<file path="src/rtl/sssp_ram.sv">
module sssp_ram #(
  parameter int WIDTH = 8,
  parameter int DEPTH = 16
) (
  input  logic                     clk,
  input  logic                     we,
  input  logic [$clog2(DEPTH)-1:0] waddr,
  input  logic [WIDTH-1:0]         wdata,
  input  logic [$clog2(DEPTH)-1:0] raddr,
  output logic [WIDTH-1:0]         rdata
);

  logic [WIDTH-1:0] mem [DEPTH];

  always_ff @(posedge clk) begin
    if (we) begin
      mem[waddr] <= wdata;
    end
  end

  always_ff @(posedge clk) begin
    rdata <= mem[raddr];
  end

endmodule

</file>
<file path="config.mk">
export PLATFORM = sky130hd
export DESIGN_NAME = sssp_ram
export DESIGN_NICKNAME = d
export VERILOG_FILES = /design/src/rtl/sssp_ram.sv
export SDC_FILE = /design/constraint.sdc
export NUM_CORES = 1
export LEC_CHECK = 0
export BUFFER_PORTS_ARGS = -buffer_cell sky130_fd_sc_hd__buf_4
export CELL_PAD_IN_SITES_DETAIL_PLACEMENT = 1
export CELL_PAD_IN_SITES_GLOBAL_PLACEMENT = 2
export CORE_ASPECT_RATIO = 0.6
export CORE_UTILIZATION = 25
export CTS_CLUSTER_SIZE = 28
export DETAILED_ROUTE_END_ITERATION = 10
export PLACE_DENSITY = 0.56
export SETUP_SLACK_MARGIN = 0.02
export SYNTH_ARGS = -nofsm -noshare
export SYNTH_HDL_FRONTEND = slang
export SYNTH_SLANG_ARGS = --single-unit
</file>
<file path="constraint.sdc">
create_clock -name clk -period 3.6 [get_ports clk]
set_input_delay 0.36 -clock clk [delete_from_list [all_inputs] [get_ports clk]]
set_output_delay 0.36 -clock clk [all_outputs]
set_load 0.05 [all_outputs]
</file>
==> flow_summary.ini <==
[clock_network]
clk_path_buf_depth = 2
clk_latency_ns = 0.41
cts_max_level = 4
clock_sinks = 136
cts_setup_buffers = 0
cts-buffers-inserted = 17
cts_tree = yes
cts.clk_slew.worst_paths_ns = 0.06
cts-resized-gates = 0
holdBufCountCts = 0
cts-root-buf = clkbuf_16

[critical_path]
startpoint_type = primary input
cp-end-kind = flip-flop
worstRegToRegCells = 3
cp-startpoint = waddr[2]
arrival_ns = 1.81
reg2reg_to = rdata[2]
critPathRequiredTime_ns = 3.63
crit_path_max_fanout = 8
critPathCapture = mem[2][1]
worstSetupPathType = in -> reg
r2r-start = mem[9][2]
reg2reg_slack_ns = 2.22

[logic_synthesis]
synthDistinctLibCells = 19
synth_top_family_by_area = multiplexers
ys_ff_latch = 136
synthSimpleGateAreaFrac = 0.0318
yosysWarnings = 0
syn_nets = 247
syn_area_per_cell_um2 = 22.5
synth.cell_area_um2 = 5150
synthMuxAreaShare = 0.150
ys_seq_area_frac = 0.778
synth-compound-area-share = 0.0233
synth-adder-area-share = 0
synth_xor_area_frac = 0
syn_inst = 229

[sta]
maxSlewHeadroom = 0.194
finalSetupViolations = 0
tns_ns = 0
final_hold_viol_count = 0
slew_viol_final = 0
rsz0062_at_grt = no
layout_worst_path_cycle_share = 0.493
clock_skew_ns = 0.00862
period_needed_ns = 1.77
hold_ws_ns = 0.252
timing.fmax_ghz = 0.563
worst_pin_slew_ns = 1.20

[route]
wire_per_inst_um = 20.7
drtIter0Drc = 136
via_per_inst = 4.32
totalWireLength_um = 11400
route.vias.total = 2385
firstDrtPassIters = 4
drcViolationCount = 0
antenna_left = 0

[floorplanning]
die_w_um = 187
die_h_um = 113
ios = 26
die_area_um2 = 21200
start_util = 0.256
num_rows = 40
core_area_um2 = 20100

[worst_hold_path]
whs_path_depth = 1
hold_class = in -> reg

[finish]
area_delta_synth_final_pct = 21.5
diodes = 0
fillerInstances = 2026
nets = 285
finalNonFillerCells = 552
layout_common_cells = edfxtp_1 (128), buf_4 (29), mux4_2 (18)
multi_input_area_um2 = 1060
final_common_cell = edfxtp_1
seq_area_um2 = 4000
drive_above_1_share = 0.272

[global_route]
grt_overflow = 0
grt_pass1_wl_um = 17100
grt_usage = 0.117
grt_max_degree = 33
grt_pass1_vias = 2639
antenna_found_initial = 0

[flow_run]
maxCapViolCount = 0

[placed_design]
place_hpwl_um = 7060
gp_congestion = 0.683
io_buffers = 25
dp.cells = 521

[power_and_ir_drop]
p_leak_nw = 2.04
ir_drop_uv = 234
power.density_nw_per_um2 = 618

[outcome]
status = finished, final reports clean
-- critical path, cell delays in order --
cell	delay [ns]
buf_4	0.12
or3b_2	0.51
nor2_1	0.81
-- logic make-up after synthesis --
kind of cell,Yosys count
and+or+nand+nor,35
buffers and inverters,10
AOI/OAI and AO/OA,16
DFF,136
muxes,32
-- per-stage QoR --
stage	power, mW	cell area (um^2)	setup slack [ns]	utilization
CTS	3.92	6250	1.81	0.312
floorplan	1.94	5150	1.75	-
detailed placement	2.02	5620	1.37	0.280
global placement	2.02	5620	1.39	0.280
finish	3.87	6250	1.83	0.312
global route	3.99	6250	1.79	0.312
-- flip-flops by register name (all words and copies together), names as in the netlist --
register	count
mem	128
rdata	8
-- final cells by class --
class | count | share of cell area
flip-flops and latches | 136 | 0.640
multi-input cells | 83 | 0.169
well taps | 273 | 0.0546
clock inverters | 12 | 0.0320
repair buffers | 29 | 0.0348
clock buffers | 19 | 0.0692
-- worst min-delay path by stage --
stage | startpoint | slack (ns) | end
2_1_floorplan | wdata[0] | 0.46 | mem[0][0]
3_3_place_gp | mem[7][2] | 0.66 | rdata[2]
3_5_place_dp | mem[4][2] | 0.66 | rdata[2]
4_1_cts | wdata[0] | 0.23 | mem[5][0]
5_1_grt | wdata[0] | 0.24 | mem[5][0]
6_report | wdata[0] | 0.25 | mem[0][0]
-- power by group --
part	internal, mW	total, mW	switching, mW	leakage, nW
combinational	0.0753	0.206	0.131	0.512
clock	1.23	1.88	0.655	0.301
sequential	1.77	1.78	0.0102	1.22
total	3.07	3.87	0.796	2.04
-- synthesized netlist by cell type --
master	count	area share
nand3_1	1	0.00097
nor2b_1	1	0.0012
nand2b_1	2	0.0024
or3b_2	1	0.0017
and2_1	1	0.0012
mux4_1	14	0.071
nor2_1	13	0.0095
and2b_1	1	0.0015
nand2_1	9	0.0066
buf_2	3	0.0029
buf_6	3	0.0066
edfxtp_1	128	0.75
mux4_2	18	0.079
nand3b_1	2	0.0029
dfxtp_1	8	0.031
buf_4	1	0.0015
a22oi_1	16	0.023
nor3_1	4	0.0039
clkdlybuf4s25_2	3	0.0058
-- routing by layer --
| layer | global-route usage | part of all wire |
|---|---|---|
| met5 | 0 | 0 |
| met4 | 0.0492 | 0.013 |
| met3 | 0.0354 | 0.040 |
| met2 | 0.160 | 0.42 |
| met1 | 0.171 | 0.53 |
Power figures use the tool's default switching activity.
